**config.mk**
```make
export PLATFORM = sky130hd
export DESIGN_NAME = indexed_list_insert_delete
export DESIGN_NICKNAME = d
export VERILOG_FILES = /design/src/design/ilid_pkg.sv /design/src/design/ilid_datapath.sv /design/src/design/ilid_ctrl.sv /design/src/design/indexed_list_insert_delete.sv
export SDC_FILE = /design/constraint.sdc
export NUM_CORES = 2
export LEC_CHECK = 0
export BUFFER_PORTS_ARGS = -buffer_cell sky130_fd_sc_hd__buf_4
export CORE_MARGIN = 8
export CORE_UTILIZATION = 60
export DETAILED_ROUTE_END_ITERATION = 10
export GPL_ROUTABILITY_DRIVEN = 0
export PLACE_DENSITY = 0.77
export SLEW_MARGIN = 20
export SYNTH_ARGS = -nofsm -noshare
export SYNTH_HDL_FRONTEND = slang
export SYNTH_SLANG_ARGS = --single-unit
```
**constraint.sdc**
```tcl
create_clock -name clk_i -period 4 [get_ports clk_i]
set_input_delay 0.8 -clock clk_i [delete_from_list [all_inputs] [get_ports clk_i]]
set_output_delay 0.8 -clock clk_i [all_outputs]
set_load 0.05 [all_outputs]
```
**src/design/ilid_pkg.sv**
```systemverilog
`timescale 1ns / 1ps
// Package for the indexed list block: capacity, widths, command and status
// codes, request and result structs, and the controller-to-datapath link.
// Depends on nothing.
package ilid_pkg;

  localparam int Capacity = 16;
  localparam int IdxW     = (Capacity > 1) ? $clog2(Capacity) : 1;
  localparam int CntW     = $clog2(Capacity + 1);
  localparam int CmpW     = (CntW > 5) ? CntW : 5;

  localparam logic [2:0] CmdAppend  = 3'd0;
  localparam logic [2:0] CmdInsert  = 3'd1;
  localparam logic [2:0] CmdDelete  = 3'd2;
  localparam logic [2:0] CmdReplace = 3'd3;
  localparam logic [2:0] CmdRead    = 3'd4;

  localparam logic [1:0] StatDone  = 2'd0;
  localparam logic [1:0] StatFull  = 2'd1;
  localparam logic [1:0] StatRange = 2'd2;

  typedef struct packed {
    logic [2:0]          command;
    logic [4:0]          index;
    logic signed [31:0]  value;
  } req_t;

  typedef struct packed {
    logic signed [31:0]  read_value;
    logic [4:0]          count;
    logic [1:0]          status;
  } rsp_t;

  typedef enum logic [2:0] {
    OP_NONE    = 3'd0,
    OP_APPEND  = 3'd1,
    OP_INSERT  = 3'd2,
    OP_DELETE  = 3'd3,
    OP_REPLACE = 3'd4,
    OP_READ    = 3'd5
  } dp_op_e;

  typedef struct packed {
    logic        load;
    dp_op_e      op;
    logic [1:0]  status;
  } dp_cmd_t;

  typedef struct packed {
    logic [CntW-1:0] count;
  } dp_stat_t;

endpackage

```
**src/design/ilid_datapath.sv**
```systemverilog
`timescale 1ns / 1ps
// Datapath of the indexed list: a row of shift-register cells, the entry
// count and the result register. Depends on ilid_pkg.
module ilid_datapath (
  input  logic                   clk_i,
  input  logic                   rst_ni,
  input  ilid_pkg::dp_cmd_t      cmd_i,
  input  logic [4:0]             index_i,
  input  logic signed [31:0]     value_i,
  output ilid_pkg::dp_stat_t     stat_o,
  output ilid_pkg::rsp_t         rsp_o
);

  logic [31:0]                     entries_q [ilid_pkg::Capacity];
  logic [31:0]                     entries_d [ilid_pkg::Capacity];
  logic [ilid_pkg::CntW-1:0]       count_q, count_d;
  ilid_pkg::rsp_t                  rsp_q, rsp_d;
  logic [ilid_pkg::CmpW-1:0]       idx_ext, cnt_ext, cnt_next_ext;
  logic [ilid_pkg::IdxW-1:0]       rd_addr;

  assign idx_ext = ilid_pkg::CmpW'(index_i);
  assign cnt_ext = ilid_pkg::CmpW'(count_q);
  assign rd_addr = idx_ext[ilid_pkg::IdxW-1:0];

  for (genvar i = 0; i < ilid_pkg::Capacity; i++) begin : g_cell
    localparam logic [ilid_pkg::CmpW-1:0] Pos = ilid_pkg::CmpW'(i);
    logic [31:0] prev_w, next_w;

    if (i == 0) begin : g_first
      assign prev_w = '0;
    end else begin : g_prev
      assign prev_w = entries_q[i-1];
    end

    if (i == ilid_pkg::Capacity - 1) begin : g_last
      assign next_w = '0;
    end else begin : g_next
      assign next_w = entries_q[i+1];
    end

    always_comb begin
      entries_d[i] = entries_q[i];
      unique case (cmd_i.op)
        ilid_pkg::OP_APPEND: begin
          if (Pos == cnt_ext) entries_d[i] = value_i;
        end
        ilid_pkg::OP_INSERT: begin
          if (Pos == idx_ext) begin
            entries_d[i] = value_i;
          end else if (Pos > idx_ext && Pos <= cnt_ext) begin
            entries_d[i] = prev_w;
          end
        end
        ilid_pkg::OP_DELETE: begin
          if (Pos >= idx_ext && Pos < cnt_ext) entries_d[i] = next_w;
        end
        ilid_pkg::OP_REPLACE: begin
          if (Pos == idx_ext) entries_d[i] = value_i;
        end
        default: begin
          entries_d[i] = entries_q[i];
        end
      endcase
    end

    always_ff @(posedge clk_i or negedge rst_ni) begin
      if (!rst_ni) begin
        entries_q[i] <= '0;
      end else begin
        entries_q[i] <= entries_d[i];
      end
    end
  end

  always_comb begin
    count_d = count_q;
    unique case (cmd_i.op)
      ilid_pkg::OP_APPEND, ilid_pkg::OP_INSERT: count_d = count_q + 1'b1;
      ilid_pkg::OP_DELETE:                      count_d = count_q - 1'b1;
      default:                                  count_d = count_q;
    endcase
  end

  assign cnt_next_ext = ilid_pkg::CmpW'(count_d);

  always_comb begin
    rsp_d            = rsp_q;
    if (cmd_i.load) begin
      rsp_d.read_value = (cmd_i.op == ilid_pkg::OP_READ) ? entries_q[rd_addr] : '0;
      rsp_d.count      = cnt_next_ext[4:0];
      rsp_d.status     = cmd_i.status;
    end
  end

  always_ff @(posedge clk_i or negedge rst_ni) begin
    if (!rst_ni) begin
      count_q <= '0;
    end else begin
      count_q <= count_d;
    end
  end

  always_ff @(posedge clk_i) begin
    rsp_q <= rsp_d;
  end

  assign stat_o.count = count_q;
  assign rsp_o        = rsp_q;

  // The count never passes the capacity.
  assert property (@(posedge clk_i) disable iff (!rst_ni)
    count_q <= ilid_pkg::CntW'(ilid_pkg::Capacity))
    else $error("entry count above capacity");

  // A rejected request leaves the count as it was.
  assert property (@(posedge clk_i) disable iff (!rst_ni)
    cmd_i.load && cmd_i.status != ilid_pkg::StatDone |=> $stable(count_q))
    else $error("rejected request changed the count");

  // The slot just past the last entry always holds zero.
  assert property (@(posedge clk_i) disable iff (!rst_ni)
    count_q < ilid_pkg::CntW'(ilid_pkg::Capacity) |->
      entries_q[count_q[ilid_pkg::IdxW-1:0]] == '0)
    else $error("unused slot is not zero");

endmodule

```
**src/design/ilid_ctrl.sv**
```systemverilog
`timescale 1ns / 1ps
// Controller of the indexed list: handshake state machine and the request
// decode with range and room checks. Depends on ilid_pkg.
module ilid_ctrl (
  input  logic                  clk_i,
  input  logic                  rst_ni,
  input  logic                  in_valid_i,
  output logic                  in_ready_o,
  input  logic [2:0]            command_i,
  input  logic [4:0]            index_i,
  output logic                  out_valid_o,
  input  logic                  out_ready_i,
  input  ilid_pkg::dp_stat_t    stat_i,
  output ilid_pkg::dp_cmd_t     cmd_o
);

  typedef enum logic [1:0] {
    S_IDLE = 2'b01,
    S_HOLD = 2'b10
  } ctl_state_e;

  ctl_state_e                  state_q, state_d;
  logic                        accept;
  logic                        full;
  logic [ilid_pkg::CmpW-1:0]   idx_ext, cnt_ext;
  ilid_pkg::dp_op_e            op;
  logic [1:0]                  status;

  assign in_ready_o  = (state_q == S_IDLE) || out_ready_i;
  assign out_valid_o = (state_q == S_HOLD);
  assign accept      = in_valid_i && in_ready_o;

  assign idx_ext = ilid_pkg::CmpW'(index_i);
  assign cnt_ext = ilid_pkg::CmpW'(stat_i.count);
  assign full    = (stat_i.count == ilid_pkg::CntW'(ilid_pkg::Capacity));

  always_comb begin
    op     = ilid_pkg::OP_NONE;
    status = ilid_pkg::StatDone;
    unique case (command_i)
      ilid_pkg::CmdAppend: begin
        if (full) status = ilid_pkg::StatFull;
        else      op     = ilid_pkg::OP_APPEND;
      end
      ilid_pkg::CmdInsert: begin
        priority if (idx_ext > cnt_ext) status = ilid_pkg::StatRange;
        else if (full)                  status = ilid_pkg::StatFull;
        else                            op     = ilid_pkg::OP_INSERT;
      end
      ilid_pkg::CmdDelete: begin
        if (idx_ext >= cnt_ext) status = ilid_pkg::StatRange;
        else                    op     = ilid_pkg::OP_DELETE;
      end
      ilid_pkg::CmdReplace: begin
        if (idx_ext >= cnt_ext) status = ilid_pkg::StatRange;
        else                    op     = ilid_pkg::OP_REPLACE;
      end
      ilid_pkg::CmdRead: begin
        if (idx_ext >= cnt_ext) status = ilid_pkg::StatRange;
        else                    op     = ilid_pkg::OP_READ;
      end
      default: begin
        op     = ilid_pkg::OP_NONE;
        status = ilid_pkg::StatDone;
      end
    endcase
  end

  assign cmd_o.load   = accept;
  assign cmd_o.op     = accept ? op : ilid_pkg::OP_NONE;
  assign cmd_o.status = status;

  always_comb begin
    state_d = state_q;
    unique case (state_q)
      S_IDLE: begin
        if (accept) state_d = S_HOLD;
      end
      S_HOLD: begin
        if (out_ready_i && !accept) state_d = S_IDLE;
      end
      default: state_d = S_IDLE;
    endcase
  end

  always_ff @(posedge clk_i or negedge rst_ni) begin
    if (!rst_ni) begin
      state_q <= S_IDLE;
    end else begin
      state_q <= state_d;
    end
  end

  // A new request never overwrites a result that has not been taken.
  assert property (@(posedge clk_i) disable iff (!rst_ni)
    accept && out_valid_o |-> out_ready_i)
    else $error("result overwritten before it was taken");

  // Only a request that passes its checks reaches the cells.
  assert property (@(posedge clk_i) disable iff (!rst_ni)
    cmd_o.op != ilid_pkg::OP_NONE |-> cmd_o.load && cmd_o.status == ilid_pkg::StatDone)
    else $error("rejected request issued to the datapath");

  // Every accepted request leaves a result pending on the next cycle.
  assert property (@(posedge clk_i) disable iff (!rst_ni)
    accept |=> out_valid_o)
    else $error("accepted request gave no result");

endmodule

```
**src/design/indexed_list_insert_delete.sv**
```systemverilog
`timescale 1ns / 1ps
// Top level of the indexed list with insert and delete: joins the controller
// and the datapath. Depends on ilid_pkg, ilid_ctrl and ilid_datapath.
//
//   Channel   Handshake                   Payload
//   request   in_valid_i / in_ready_o     in_req_i  (command, index, value)
//   result    out_valid_o / out_ready_i   out_rsp_o (read_value, count, status)
//
// Each request completes at its accepting edge: all cells shift in parallel and
// the result register loads at that same edge.
// A new request is taken while the previous result is being taken, so one
// request per cycle is sustained when the result side does not stall.
// Reset clears all entries and the count at once; no sweep follows reset.
// While a result waits and out_ready_i is low, in_ready_o is low.
module indexed_list_insert_delete (
  input  logic             clk_i,
  input  logic             rst_ni,
  input  logic             in_valid_i,
  output logic             in_ready_o,
  input  ilid_pkg::req_t   in_req_i,
  output logic             out_valid_o,
  input  logic             out_ready_i,
  output ilid_pkg::rsp_t   out_rsp_o
);

  ilid_pkg::dp_cmd_t  dp_cmd;
  ilid_pkg::dp_stat_t dp_stat;

  ilid_ctrl u_ctrl (
    .clk_i       (clk_i),
    .rst_ni      (rst_ni),
    .in_valid_i  (in_valid_i),
    .in_ready_o  (in_ready_o),
    .command_i   (in_req_i.command),
    .index_i     (in_req_i.index),
    .out_valid_o (out_valid_o),
    .out_ready_i (out_ready_i),
    .stat_i      (dp_stat),
    .cmd_o       (dp_cmd)
  );

  ilid_datapath u_datapath (
    .clk_i   (clk_i),
    .rst_ni  (rst_ni),
    .cmd_i   (dp_cmd),
    .index_i (in_req_i.index),
    .value_i (in_req_i.value),
    .stat_o  (dp_stat),
    .rsp_o   (out_rsp_o)
  );

endmodule

```
### Word level (Yosys, flattened, before mapping)

Cells that the tools add are included.

* bits in registers: 558
* bits of input ports: 44
* output and inout bits: 41
* word-level logic and storage cells: 373

* add/sub/neg operators: 2
* magnitude comparators: 67
* equality and inequality tests: 108
* muxes and demuxes: 115
* bitwise operators: 1
* reduce and logical (&&, ||, !) cells: 59

Operator list (number)
* $mux 32: 82
* $pmux 32 s4: 16
* $bmux 32 s4: 1
* $ne 2x1->1 const B: 50
* $eq 4x5->1 const A: 16
* $reduce_and 5->1: 16
* $ne 3x1->1 const B: 16
* $eq 3x5->1 const A: 8
* $ge 4x5->1 const A: 8
* $gt 4x5->1 const A: 8
* $le 4x5->1 const A: 8
* $lt 4x5->1 const A: 8
* $logic_and 1x1->1: 34
* $eq 2x5->1 const A: 4
* $ge 3x5->1 const A: 4
* $gt 3x5->1 const A: 4
* $le 3x5->1 const A: 4
* $lt 3x5->1 const A: 4
* $pmux 3 s5: 1
* $eq 3x2->1 const B: 4
* $mux 2: 6
* $mux 3: 4
* $eq 1x5->1 const A: 2
* $ge 1x5->1 const A: 2
* other kinds (30): 42

### Longest topological paths before layout

* word-level depth: 8
* depth in mapped cells: 14
* depth with buffers taken out: 9

### By module

A second synthesis with hierarchy kept.

* cells, all modules: 3613
* area, all modules: 36030.8 um^2

By module, submodules not included
* ilid_datapath: instances 1, cells an instance 3563, area each 35645.4 um^2, seq. area each 14108.5 um^2
* ilid_ctrl: instances 1, cells an instance 50, area each 385.4 um^2, seq. area each 51.3 um^2

### Least setup slack after synthesis

OpenSTA, ideal clock, no wires.

* kind: input port to flip-flop
* from: input port in_req_i[32] in the netlist's numbering
* to: register u_datapath.entries_q (netlist bit u_datapath.g_cell[10].next_w[10])
* setup time: 0.125 ns
* arrival time: 3.486 ns
* setup slack: 0.389 ns
* cell stages on the path: 10
* path buffers: 1
* path through: clkinv_1 > ha_1 > nand2b_1 > a221oi_4 > a21o_2 > a21o_1 > o21ai_1 > a2111oi_4 > buf_4 > mux2_2

* word-level cells in the longest chain between the ends: 7
* elaborated cells between the ends (all ways): 25
* classes of those cells: order compare: 4; eq/ne: 9; mux: 8; reduce/logical: 4

RTL lines
* start, declared: RTL line indexed_list_insert_delete.sv:20 `input ilid_pkg::req_t in_req_i,`
* $ge 5x5->1 / $gt 5x5->1 (equally long branches)
* $mux 3 (tied with other cells): RTL line ilid_ctrl.sv:59 `if (idx_ext >= cnt_ext) status = ilid_pkg::StatRange;`
* $pmux 3 s5: RTL line ilid_ctrl.sv:40 `unique case (command_i)`
* $mux 3: RTL line ilid_ctrl.sv:70 `assign cmd_o.op = accept ? op : ilid_pkg::OP_NONE;`
* $eq 3x2->1 (tied with other cells): RTL line ilid_datapath.sv:43 `unique case (cmd_i.op)`
* $ne 3x1->1 (no line) (tied with other cells)
* $reduce_and 5->1 (no line)
* end signal, assigned by index: RTL line ilid_datapath.sv:70 `entries_q[i] <= entries_d[i];`
* end, declared: RTL line ilid_datapath.sv:14 `logic [31:0] entries_q [ilid_pkg::Capacity];`

Several ways; a longest one is shown, not always the timed one.
A chain may end at the register's enable or synchronous reset.

### Worst setup path in the final report

* from: register u_datapath.count_q (netlist bit u_datapath.stat_o[4])
* to: register u_datapath.entries_q (netlist bit u_datapath.g_cell[2].next_w[17])

* word-level cells in the longest chain between the ends: 8
* elaborated cells between the ends (all ways): 27
* classes of those cells: order compare: 4; eq/ne: 10; mux: 9; reduce/logical: 4

RTL lines
* start, declared: RTL line ilid_datapath.sv:16 `logic [ilid_pkg::CntW-1:0] count_q, count_d;`
* start signal, assigned: RTL line ilid_datapath.sv:99 `count_q <= count_d;`
* branches (longest 8 deep; another with $ge 5x5->1)

Several ways; the timed one is not identified.

==> impl_metrics.env <==
export IMPL_grt_pass1_vias=30300
export IMPL_syn_to_final_growth_pct=12.3
export IMPL_synth_edf_count=39
export IMPL_vias=30100
export IMPL_cp_start_kind="flop"
export IMPL_worstSetupPathType="reg2reg"
export IMPL_detail_route_wirelength_microns=120000
export IMPL_insertion_delay_ns=0.66
export IMPL_avgSynthCellArea_sq_um=11.0
export IMPL_grt_max_degree=139
export IMPL_worstPathArrival_ns=4.23
export IMPL_fp_row_count=88
export IMPL_period_needed_ns=3.70
export IMPL_placed_area_sq_um=36800
export IMPL_dp_hpwl_microns=70400
export IMPL_power_mw=25.2
export IMPL_slew_headroom_pct=23.9
export IMPL_placedCellCount=3813
export IMPL_grt_pass1_wl_microns=183000
export IMPL_critPathMaxFanout=23
export IMPL_fin_skew_ns=0.0193
export IMPL_whs_ns=0.168
export IMPL_synth_top_area_share_pct=37.5
export IMPL_fin_cells=3934
export IMPL_cts_hold_buf=0
export IMPL_path_clk_slew_ns=0.06
export IMPL_status="finished, final reports clean"
export IMPL_drt_iter0_markers=4415
export IMPL_hold_viol_final=0
export IMPL_initial_utilization_pct=60.3
export IMPL_maxSlewViolCount=0
export IMPL_port_buffers=84
export IMPL_timing_rr_start="u_datapath.stat_o[4]"
export IMPL_first_pass_iters=9
export IMPL_dieArea_sq_um=65600
export IMPL_nets=3171
export IMPL_final_period_utilization_pct=92.5
export IMPL_max_freq_mhz=270
export IMPL_yosys_area_top_type="dfrtp_1"
export IMPL_hold_path_class="in2async"
export IMPL_ios=85
export IMPL_power_leakage_nw=16.4
export IMPL_grt_usage_pct=35.3
export IMPL_core_area_sq_um=57400
export IMPL_synth_main_ff_cell="dfrtp_1"
export IMPL_synth_commonest_cells="dfrtp_1, nor2_1, mux2_2"
export IMPL_setup_violations=0
export IMPL_dp_slack_ns=-0.148
export IMPL_async_flop_share_pct=93.0
export IMPL_r2r_end="u_datapath.g_cell[2].next_w[17]"
export IMPL_ys_types=81
export IMPL_cts_made_buffers=61
export IMPL_cts_root_buf="clkbuf_16"
export IMPL_die_y_microns=256
export IMPL_fin_util_pct=67.7
export IMPL_grt_overflow_total=0
export IMPL_synth_fp_nets=3201
export IMPL_yosysMostFrequentCell="dfrtp_1"
export IMPL_htree_levels=2
export IMPL_clock_sinks=558
export IMPL_peakVddDrop_v=0.000386
export IMPL_yosys_warnings=0
export IMPL_endpoint_kind="flop"
export IMPL_synth_cells=3147
export IMPL_antenna_found_initial=1
export IMPL_via_per_inst=7.66
export IMPL_ys_seq_elements=558
export IMPL_tns_ns=0
export IMPL_tightest_slew_ns=1.14
export IMPL_setup_slack_ns=0.301
export IMPL_power_density_nw_per_um2=650
export IMPL_chipWidth_microns=256
export IMPL_drc=0
export IMPL_cts_tree="built"
export IMPL_ant_nets=0
export IMPL_r2r_worst_path_cells=10
export IMPL_drive_gt1_share_pct=26.8
export IMPL_seq_area_frac_synth_pct=40.9
export IMPL_rsz0062_at_grt="no"
export IMPL_drv_cap=0
export IMPL_required_ns=4.53
export IMPL_clk_path_buf_depth=3
export IMPL_synth_area_leaders="dfrtp_1, mux2_2, a221o_1, mux2i_1, nor2_1"
export IMPL_routedWlPerCell_microns=30.6
export IMPL_netlist_area_sq_um=34600
export IMPL_r2r_slack_ns=0.30
export IMPL_final_cell_area_sq_um=38800
[where the power goes]
group	switching (mW)	internal [mW]
clock network	2.42	3.03
logic	3.95	4.31
registers	3.05	8.47
[layer usage]
layer / track usage [%] / routed length (microns) / up-vias
met5: 0 / 0 / -
met4: 21.9 / 7660 / 0
met3: 8.87 / 13800 / 594
met2: 54.1 / 55000 / 2426
met1: 44.5 / 43900 / 15000
li1: - / - / 12100
[worst max-delay path by stage]
| stage | to | from | slack (ns) | depth (start not counted) |
|---|---|---|---|---|
| 6_report | u_datapath.g_cell[2].next_w[17] | u_datapath.stat_o[4] | 0.30 | 10 |
| 5_1_grt | u_datapath.g_cell[10].next_w[14] | u_datapath.stat_o[3] | 0.13 | 13 |
| 4_1_cts | u_datapath.g_cell[2].next_w[17] | u_datapath.stat_o[3] | 0.02 | 10 |
| 3_5_place_dp | u_datapath.g_cell[2].next_w[21] | in_req_i[32] | -0.15 | 11 |
| 3_3_place_gp | u_datapath.g_cell[2].next_w[21] | in_req_i[32] | 0.04 | 11 |
| 2_1_floorplan | u_datapath.g_cell[10].next_w[10] | in_req_i[32] | 0.39 | 10 |
[registers in the layout, indices dropped and copies added (netlist names)]
| name | count |
|---|---|
| u_datapath.stat_o | 5 |
| u_datapath.g_cell.prev_w | 96 |
| u_datapath.g_cell.next_w | 416 |
| u_datapath.rsp_o | 39 |
| u_ctrl.state_q | 2 |
[cell usage in the layout, fill, tap and decap left out, types with 9 or more instances in the layout]
cell / Yosys / layout
dfrtp_1: 518 / 517
nor2_1: 411 / 403
mux2_2: 402 / 402
a221o_1: 385 / 385
mux2i_1: 192 / 192
buf_4: 26 / 163
inv_1: 105 / 104
o21ai_0: 84 / 84
a21oi_1: 76 / 71
a22oi_1: 69 / 69
o22ai_1: 68 / 68
mux4_2: 64 / 64
clkbuf_16: 0 / 63
buf_12: 0 / 59
mux2_1: 46 / 46
edfxtp_1: 39 / 39
nand2_1: 37 / 33
o221ai_1: 33 / 33
a21o_1: 33 / 33
o22a_1: 32 / 32
a22o_1: 32 / 32
nand3b_1: 32 / 32
clkbuf_1: 170 / 22
nor2b_1: 20 / 20
a211oi_4: 10 / 18
nand3_1: 12 / 11
ha_1: 10 / 10
clkinv_1: 1 / 9
clkinv_2: 0 / 9
[critical path: stages (launching register included)]
cell and delay, ns:
dfrtp_1 0.37, inv_1 0.21, ha_1 0.32, a21oi_1 0.26, o221ai_2 0.21, or3_1 0.51, nand4_2 0.29, o21ai_0 0.23
a221oi_4 0.47, buf_12 0.31, mux2_2 0.37
[area by class of cell]
cell class / instances / area [sq um]
timing repair buffer: 226 / 2490
clock buffer: 93 / 1770
multi-input combinational: 2164 / 18900
sequential: 558 / 14200
fill: 4076 / 18500
antenna: 2 / 5.00
inverter: 106 / 398
tap: 765 / 957
clock inverter: 20 / 123
[repair_timing]
action | 4_1_cts | 5_1_grt
setup buffers | 0 | 3
endpoints found under the setup margin | 0 | 214
gates resized for setup | 0 | 1
[kinds of logic (layout without fill, tap and decap cells)]
family | Yosys count | count (layout) | share of synthesized area (%)
other | 0 | 2 | 0
muxes | 704 | 704 | 24.3
buffers and inverters | 425 | 445 | 5.26
xor gates and xnor gates | 3 | 3 | 0.0760
AOI/OAI and AO/OA | 885 | 885 | 21.8
adders and majority gates | 10 | 10 | 0.362
DFF | 558 | 558 | 40.9
and+or+nand+nor | 562 | 562 | 7.19
Note: power is estimated with default switching activity, not from simulation.
